==> src/hw/rtl/qmn_pkg.sv <==
`timescale 1ns / 1ps
// ----------------------------------------------------------------------------
// qmn_pkg
// Types and fixed widths shared by the normalized quaternion product blocks.
// ----------------------------------------------------------------------------
package qmn_pkg;

    // Signed Hamilton product component: four 32-bit terms summed.
    localparam int PW  = 34;
    // Magnitude of a product component (at most 2^32).
    localparam int MW  = 33;
    // Square of a magnitude (at most 2^64).
    localparam int SQW = 65;
    // Sum of four squares (at most 2^66).
    localparam int SW  = 67;

    localparam logic [31:0] SAT_POS     = 32'd32767;
    localparam logic [31:0] SAT_NEG_MAG = 32'd32768;

    typedef struct packed {
        logic signed [15:0] a_x;
        logic signed [15:0] a_y;
        logic signed [15:0] a_z;
        logic signed [15:0] a_w;
        logic signed [15:0] b_x;
        logic signed [15:0] b_y;
        logic signed [15:0] b_z;
        logic signed [15:0] b_w;
    } qmn_in_t;

    typedef struct packed {
        logic signed [15:0] r_x;
        logic signed [15:0] r_y;
        logic signed [15:0] r_z;
        logic signed [15:0] r_w;
        logic               zero_magnitude;
    } qmn_out_t;

    // Control that travels beside each item between the pipeline sections.
    typedef struct packed {
        logic       valid;
        logic       zero;
        logic [3:0] neg;
    } qmn_side_t;

    function automatic logic signed [PW-1:0] sx_term(input logic signed [31:0] v);
        return {{(PW-32){v[31]}}, v};
    endfunction

endpackage

==> src/hw/rtl/qmn_sqrt.sv <==
`timescale 1ns / 1ps
// ----------------------------------------------------------------------------
// qmn_sqrt
// Digit-by-digit integer square root, one root bit per stage, four lanes.
// ----------------------------------------------------------------------------
module qmn_sqrt #(
    parameter int FRAC_BITS = 14
) (
    input  logic                                clk,
    input  logic                                rst_n,
    input  logic                                en,
    input  qmn_pkg::qmn_side_t                  side_in,
    input  logic [3:0][2*FRAC_BITS+2:0]         quot,
    output qmn_pkg::qmn_side_t                  side_out,
    output logic [3:0][FRAC_BITS+1:0]           root
);
    import qmn_pkg::*;

    localparam int NS = FRAC_BITS + 2;
    localparam int XW = 2*NS;

    logic                   valid_reg [NS];
    logic                   zero_reg  [NS];
    logic [3:0]             neg_reg   [NS];
    logic [3:0][XW-1:0]     x_reg     [NS];
    logic [3:0][NS:0]       rem_reg   [NS];
    logic [3:0][NS-1:0]     root_reg  [NS];

    for (genvar j = 0; j < NS; j++)
    begin : g_step
        logic               valid_cur;
        logic               zero_cur;
        logic [3:0]         neg_cur;
        logic [3:0][XW-1:0] x_cur;
        logic [3:0][NS:0]   rem_cur;
        logic [3:0][NS-1:0] root_cur;
        logic [NS+2:0]      rem_sh [4];
        logic [NS+2:0]      trial  [4];
        logic [3:0][XW-1:0] x_next;
        logic [3:0][NS:0]   rem_next;
        logic [3:0][NS-1:0] root_next;

        if (j == 0)
        begin : g_first
            always_comb
            begin
                valid_cur = side_in.valid;
                zero_cur  = side_in.zero;
                neg_cur   = side_in.neg;
                rem_cur   = '0;
                root_cur  = '0;
                for (int c = 0; c < 4; c++)
                begin
                    x_cur[c] = {1'b0, quot[c]};
                end
            end
        end
        else
        begin : g_rest
            always_comb
            begin
                valid_cur = valid_reg[j-1];
                zero_cur  = zero_reg[j-1];
                neg_cur   = neg_reg[j-1];
                x_cur     = x_reg[j-1];
                rem_cur   = rem_reg[j-1];
                root_cur  = root_reg[j-1];
            end
        end

        always_comb
        begin
            for (int c = 0; c < 4; c++)
            begin
                rem_sh[c] = {rem_cur[c], x_cur[c][XW-1:XW-2]};
                trial[c]  = {1'b0, root_cur[c], 2'b01};
                x_next[c] = {x_cur[c][XW-3:0], 2'b00};
                if (rem_sh[c] >= trial[c])
                begin
                    rem_next[c]  = (NS+1)'(rem_sh[c] - trial[c]);
                    root_next[c] = {root_cur[c][NS-2:0], 1'b1};
                end
                else
                begin
                    rem_next[c]  = rem_sh[c][NS:0];
                    root_next[c] = {root_cur[c][NS-2:0], 1'b0};
                end
            end
        end

        always_ff @(posedge clk or negedge rst_n)
        begin
            if (!rst_n)
            begin
                valid_reg[j] <= 1'b0;
            end
            else if (en)
            begin
                valid_reg[j] <= valid_cur;
            end
        end

        always_ff @(posedge clk)
        begin
            if (en)
            begin
                zero_reg[j] <= zero_cur;
                neg_reg[j]  <= neg_cur;
                x_reg[j]    <= x_next;
                rem_reg[j]  <= rem_next;
                root_reg[j] <= root_next;
            end
        end
    end

    assign side_out = '{valid: valid_reg[NS-1], zero: zero_reg[NS-1], neg: neg_reg[NS-1]};
    assign root     = root_reg[NS-1];

endmodule
==> config.mk <==
export PLATFORM = sky130hd
export DESIGN_NAME = qmn_sqrt
export DESIGN_NICKNAME = d
export VERILOG_FILES = /design/src/hw/rtl/qmn_pkg.sv /design/src/hw/rtl/qmn_sqrt.sv
export SDC_FILE = /design/constraint.sdc
export NUM_CORES = 2
export LEC_CHECK = 0
export BUFFER_PORTS_ARGS = -buffer_cell sky130_fd_sc_hd__buf_2
export CORE_ASPECT_RATIO = 0.75
export CORE_MARGIN = 3
export CORE_UTILIZATION = 65
export DETAILED_ROUTE_END_ITERATION = 8
export MAX_ROUTING_LAYER = met4
export PLACE_DENSITY_LB_ADDON = 0.2
export SETUP_SLACK_MARGIN = 0.2
export SYNTH_ARGS = -nofsm -noshare
export SYNTH_HDL_FRONTEND = slang
export SYNTH_MEMORY_MAX_BITS = 65536
export SYNTH_SLANG_ARGS = --single-unit
==> constraint.sdc <==
create_clock -name clk -period 7.75 [get_ports clk]
set_input_delay 1.55 -clock clk [delete_from_list [all_inputs] [get_ports clk]]
set_output_delay 1.55 -clock clk [all_outputs]
set_load 0.005 [all_outputs]
# Word level (Yosys, flattened, before mapping)
# Memory sizes are Yosys's and may differ from the RTL's.
# Index checks and enable logic that the tools add are counted.
dict set report op_classes {
  add_sub_neg 64
  order_cmp 64
  n_mux 130
}
# operator count
set ops {}
lappend ops {{$ge A19 B18 Y1} 60}
lappend ops {{$mux W17} 64}
lappend ops {{$sub A17 B17 Y17} 60}
lappend ops {{$mux W1} 66}
lappend ops {{$sub A1 B1 Y2 const B} 4}
lappend ops {{$ge A1 B1 Y1 const B} 4}
dict set report word_totals {
  reg_bits 16
  ramBits 4112
  in_bits 133
  word_cells 279
  memories 5
}
# memory depth word_bits rd rd_ports_with_merged_regs wr line_no
set memory_table {}
lappend memory_table {x_reg 16 120 15 0 16 qmn_sqrt.sv:25} ;# logic [3:0][XW-1:0] x_reg [NS];
lappend memory_table {rem_reg 16 68 15 0 16 qmn_sqrt.sv:26} ;# logic [3:0][NS:0] rem_reg [NS];
lappend memory_table {root_reg 16 64 16 0 16 qmn_sqrt.sv:27} ;# logic [3:0][NS-1:0] root_reg [NS];
lappend memory_table {neg_reg 16 4 16 0 16 qmn_sqrt.sv:24} ;# logic [3:0] neg_reg [NS];
lappend memory_table {zero_reg 16 1 16 0 16 qmn_sqrt.sv:23} ;# logic zero_reg [NS];

# Depth between registers and ports, before layout
# An unclocked memory read counts as a cell.
dict set report depth {
  word_depth 3
  mapped_depth 12
  mapped_depth_nobuf 10
}

# Least setup slack after synthesis
# No wires, ideal clock.
dict set report synth_timing {
  kind {reg-to-reg}
  from {memory rem_reg[0][529] (netlist bit)}
  to {memory rem_reg[1][54] (netlist bit) (data pin)}
  setup_ps 260
  arrival_time_ps 2556
  t_required_ps 7490
  setup_slack_ps 4934
  path_stages_with_launch 10
  path_buffers 1
  period_less_slack_ps 2816
  path_cell_list {edfxtp_1 ha_1 a21o_1 a21o_1 a221oi_2 o21ai_1 a211o_1 nor2_1 buf_2 mux2_2}
}
# item line_no
set synth_rtl {}
lappend synth_rtl {{start, declared} qmn_sqrt.sv:26}

==> flow_summary.html <==
<table>
<tr><th>Metric</th><th>Value</th></tr>
<tr><th colspan="2">Power and ir drop</th></tr>
<tr><td>Power Total</td><td>33.9 mW</td></tr>
<tr><td>Areal power density over the cells</td><td>268 nW/um2</td></tr>
<tr><td>Largest vdd supply drop</td><td>298 uV</td></tr>
<tr><td>Leakage component of the power</td><td>48.8 nW</td></tr>
<tr><th colspan="2">Routing</th></tr>
<tr><td>Vias per inst</td><td>5.80</td></tr>
<tr><td>DRC violations left</td><td>0</td></tr>
<tr><td>TritonRoute pass-1 iters</td><td>6</td></tr>
<tr><td>Initial detailed-routing violation count</td><td>5145</td></tr>
<tr><td>Count of vias placed by the detailed router</td><td>65700</td></tr>
<tr><td>Post-detailed-route wirelength per cell</td><td>18.3 um</td></tr>
<tr><td>Post-Route WL</td><td>207 mm</td></tr>
<tr><td>Detail Route Antenna Nets</td><td>0</td></tr>
<tr><th colspan="2">Global route</th></tr>
<tr><td>Largest net degree at the start of global routing</td><td>181</td></tr>
<tr><td>Initial antenna violation count</td><td>7</td></tr>
<tr><td>Vias in the first global route</td><td>63700</td></tr>
<tr><td>GRT Total Usage</td><td>0.234</td></tr>
<tr><td>Wire length of the first global-routing pass</td><td>333 mm</td></tr>
<tr><td>Global-route congestion overflow total</td><td>0</td></tr>
<tr><th colspan="2">Timing</th></tr>
<tr><td>Post-Route Setup TNS</td><td>0 ps</td></tr>
<tr><td>Fin crit share</td><td>0.468</td></tr>
<tr><td>Pins over their slew limit</td><td>0</td></tr>
<tr><td>RSZ-0062 raised after global routing</td><td>false</td></tr>
<tr><td>Final Setup Violations</td><td>0</td></tr>
<tr><td>Shortest period the worst path allows</td><td>3630 ps</td></tr>
<tr><td>Clk_skew</td><td>33.9 ps</td></tr>
<tr><td>Max-slew headroom at the worst pin</td><td>0.224</td></tr>
<tr><td>Maximum clock frequency</td><td>276 MHz</td></tr>
<tr><td>Slew at the pin with the worst max-slew slack</td><td>1160 ps</td></tr>
<tr><td>Hold violation count in the final report</td><td>0</td></tr>
<tr><th colspan="2">Setup path</th></tr>
<tr><td>Cell-by-cell trace of the critical path</td><td>ha_1 -&gt; o21a_1 -&gt; o21ai_0 -&gt; a211oi_1 -&gt; nor4bb_1 -&gt; o21bai_1 -&gt; nor2_1 -&gt; mux2_2</td></tr>
<tr><td>Class of the most critical setup path</td><td>reg -&gt; reg</td></tr>
<tr><td>Arrival time of data at the critical path endpoint</td><td>4200 ps</td></tr>
<tr><td>Crit-path leading delay family</td><td>simple AND/OR/NAND/NOR gates</td></tr>
<tr><td>Max Fanout on Critical Path</td><td>12</td></tr>
<tr><td>Total buffers and inverters traversed by the critical path</td><td>0</td></tr>
<tr><td>CP max-delay cell</td><td>sky130_fd_sc_hd__nor2_1</td></tr>
<tr><td>Type of destination of the critical path</td><td>flip-flop</td></tr>
<tr><td>Required arrival time at the worst endpoint</td><td>8330 ps</td></tr>
<tr><td>Launching element type of the critical path</td><td>flip-flop</td></tr>
<tr><td>Peak per-stage delay on the critical path</td><td>890 ps</td></tr>
<tr><th colspan="2">Finish</th></tr>
<tr><td>Post-layout instance count excluding filler cells</td><td>11300</td></tr>
<tr><td>Flip-flop count of the largest register after layout</td><td>960</td></tr>
<tr><td>Area growth from synthesis to final layout</td><td>10.1%</td></tr>
<tr><td>Net count, final</td><td>9520</td></tr>
<tr><td>Fraction of final layout cells sized beyond drive strength 1</td><td>0.0999</td></tr>
<tr><th colspan="2">Clock tree</th></tr>
<tr><td>CTS HTree Levels</td><td>4</td></tr>
<tr><td>CTS max path bufs</td><td>3</td></tr>
<tr><td>Worst-skew pair later-pin latency</td><td>850 ps</td></tr>
<tr><td>Post-CTS repair timing setup buffer count</td><td>0</td></tr>
<tr><td>Cell at the root of the clock tree</td><td>sky130_fd_sc_hd__clkbuf_16</td></tr>
<tr><td>Clock slew at the register clock pins of the worst setup and hold paths</td><td>70 ps</td></tr>
<tr><td>Total clock buffers created by CTS</td><td>225</td></tr>
<tr><td>Post-CTS Hold Fix Bufs</td><td>0</td></tr>
<tr><td>Number of cells upsized or downsized after cts</td><td>0</td></tr>
<tr><td>Clock tree from TritonCTS</td><td>yes</td></tr>
<tr><td>Clock net sink count</td><td>2528</td></tr>
<tr><th colspan="2">Logic synthesis</th></tr>
<tr><td>Fraction of registers with async set/reset</td><td>0.00633</td></tr>
<tr><td>Netlist area before placement</td><td>115000 um2</td></tr>
<tr><td>Post-synthesis simple-gate area fraction</td><td>0.0879</td></tr>
<tr><td>Flip-flop and latch count after synthesis</td><td>2528</td></tr>
<tr><td>List of most frequent post-synthesis cells</td><td>2512 x sky130_fd_sc_hd__edfxtp_1, 760 x sky130_fd_sc_hd__inv_1, 604 x sky130_fd_sc_hd__ha_1, 519 x sky130_fd_sc_hd__nor2_1, 482 x sky130_fd_sc_hd__a21oi_1</td></tr>
<tr><td>Top_reg_cell synth</td><td>sky130_fd_sc_hd__edfxtp_1</td></tr>
<tr><td>Count of synthesis-stage warnings from yosys</td><td>0</td></tr>
<tr><td>Fraction of post-synthesis cell area in the top cell type by area</td><td>0.657</td></tr>
<tr><td>Largest area contributor in the synthesized netlist</td><td>sky130_fd_sc_hd__edfxtp_1</td></tr>
<tr><td>EDFF count, synth</td><td>2512</td></tr>
<tr><td>Register area share after synthesis</td><td>0.661</td></tr>
<tr><td>Cell count after synthesis</td><td>8412</td></tr>
<tr><td>Synthesized-area fraction occupied by xor and xnor cells</td><td>0.0472</td></tr>
<tr><td>Distinct cell type count after synthesis</td><td>106</td></tr>
<tr><td>Combinational family with the most area after synthesis</td><td>simple AND/OR/NAND/NOR gates</td></tr>
<tr><td>Most repeated cell in the gate-level netlist after synthesis</td><td>sky130_fd_sc_hd__edfxtp_1</td></tr>
<tr><td>Share of synthesized cell area in full adder, half adder and majority cells</td><td>0.0658</td></tr>
<tr><td>Synth top area cells</td><td>sky130_fd_sc_hd__edfxtp_1 66%, sky130_fd_sc_hd__ha_1 6.6%, sky130_fd_sc_hd__xnor2_1 2.6%</td></tr>
<tr><td>Per-instance average area after synthesis</td><td>13.6 um2</td></tr>
<tr><td>Fraction of the mapped netlist area in compound gates</td><td>0.0865</td></tr>
<tr><td>Multiplexer share of the synthesized area</td><td>0.0227</td></tr>
<tr><th colspan="2">Outcome</th></tr>
<tr><td>Result of the run</td><td>finished, final reports clean</td></tr>
<tr><th colspan="2">Placed design</th></tr>
<tr><td>Instance count after placement with tap cells included</td><td>10900</td></tr>
<tr><td>Sum of net half-perimeters after detailed placement</td><td>146 mm</td></tr>
<tr><td>Count of buffers from port buffering</td><td>202</td></tr>
<tr><td>Weighted congestion reported at the end of routability-driven placement</td><td>0.941</td></tr>
<tr><th colspan="2">Die</th></tr>
<tr><td>Number of placed I/O pins</td><td>203</td></tr>
<tr><td>Initial Utilization</td><td>0.659</td></tr>
<tr><td>Die boundary width</td><td>491 um</td></tr>
<tr><td>Placeable core region</td><td>174000 um2</td></tr>
<tr><td>Die footprint</td><td>182000 um2</td></tr>
<tr><td>Total number of placement rows</td><td>132</td></tr>
<tr><td>Die Ht</td><td>370 um</td></tr>
<tr><th colspan="2">Run</th></tr>
<tr><td>Count of max-cap constraint violations</td><td>0</td></tr>
<tr><th colspan="2">Worst hold path</th></tr>
<tr><td>Worst min-delay path category</td><td>reg -&gt; reg</td></tr>
</table>
-- where the power goes --
group	internal, mW	switching, mW	total [mW]
clock network	6.26	4.90	11.2
logic	2.23	2.81	5.04
registers	16.9	0.868	17.7
total	25.3	8.57	33.9
-- logic make-up (layout without fill, tap and decap cells) --
group | count (synthesis) | count (layout)
AO/OA/AOI/OAI | 1554 | 1554
multiplexers | 236 | 236
flip-flops | 2528 | 2528
buffers and inverters | 875 | 1437
XOR/XNOR | 619 | 619
other | 1 | 5
AND/OR/NAND/NOR | 1995 | 1995
adder cells (fa/ha/maj) | 604 | 604
-- worst reg2reg max path: stages, from the launching register on --
cell	delay (ps)
sky130_fd_sc_hd__edfxtp_1	400
sky130_fd_sc_hd__ha_1	360
sky130_fd_sc_hd__o21a_1	130
sky130_fd_sc_hd__o21ai_0	360
sky130_fd_sc_hd__a211oi_1	160
sky130_fd_sc_hd__nor4bb_1	410
sky130_fd_sc_hd__o21bai_1	210
sky130_fd_sc_hd__nor2_1	890
sky130_fd_sc_hd__mux2_2	440
-- metal layers --
layer  vias to the layer above  part of all wire  track usage
met3                       344             0.051       0.0330
met4                         0             0.022       0.0546
met5                         -                 0            -
li1                      32100                 -            -
met1                     31500              0.46        0.327
met2                      1757              0.47        0.369
-- per-stage QoR --
step                      worst slack, ps   util  cell area [um2]  hold slack, ps
after floorplan                      4930      -           115000             400
after global placement               3880  0.683           119000             400
after detailed placement             3850  0.683           119000             405
after CTS                            4190  0.726           126000             412
after global routing                 3920  0.726           126000             415
final                                4120  0.726           126000             405
-- final timing paths --
path                       cells after the start  slack [ps]                          endpoint                     start
max                                            8        4120         rem_reg[1][109]$_DFFE_PP_  rem_reg[1][34]$_DFFE_PP_
min                                            0         410           x_reg[1][108]$_DFFE_PP_   x_reg[0][946]$_DFFE_PP_
max reg2reg                                    8        4120         rem_reg[1][109]$_DFFE_PP_  rem_reg[1][34]$_DFFE_PP_
min reg2reg                                    0         410           x_reg[1][108]$_DFFE_PP_   x_reg[0][946]$_DFFE_PP_
max in group asynchronous                      1        6870  g_step[15].valid_cur$_DFFE_PN0P_                     rst_n
min in group asynchronous                      1         610           side_out[5]$_DFFE_PN0P_                     rst_n
-- cell type report --
type,instances,area [um2]
antenna,1,2.50
clock buffer,256,5770
clock inverter,165,1770
fill,11000,47700
inverter,762,2860
multi-input combinational,5012,35700
sequential,2528,75800
tap,2345,2930
timing repair buffer,254,1540
-- cell usage in the layout, fill, tap and decap left out, drive strengths merged, types with 157 or more instances in the layout --
master,Yosys,layout
nor3,226,226
nor2,520,520
clkbuf,75,256
xnor2,335,335
o21ai,338,338
xor2,284,284
o21a,157,157
mux2,196,196
a21o,160,160
a21oi,483,483
ha,604,604
nand2,425,425
edfxtp,2512,2512
buf,38,254
inv,762,768
Note: power is estimated with default switching activity, not from simulation.
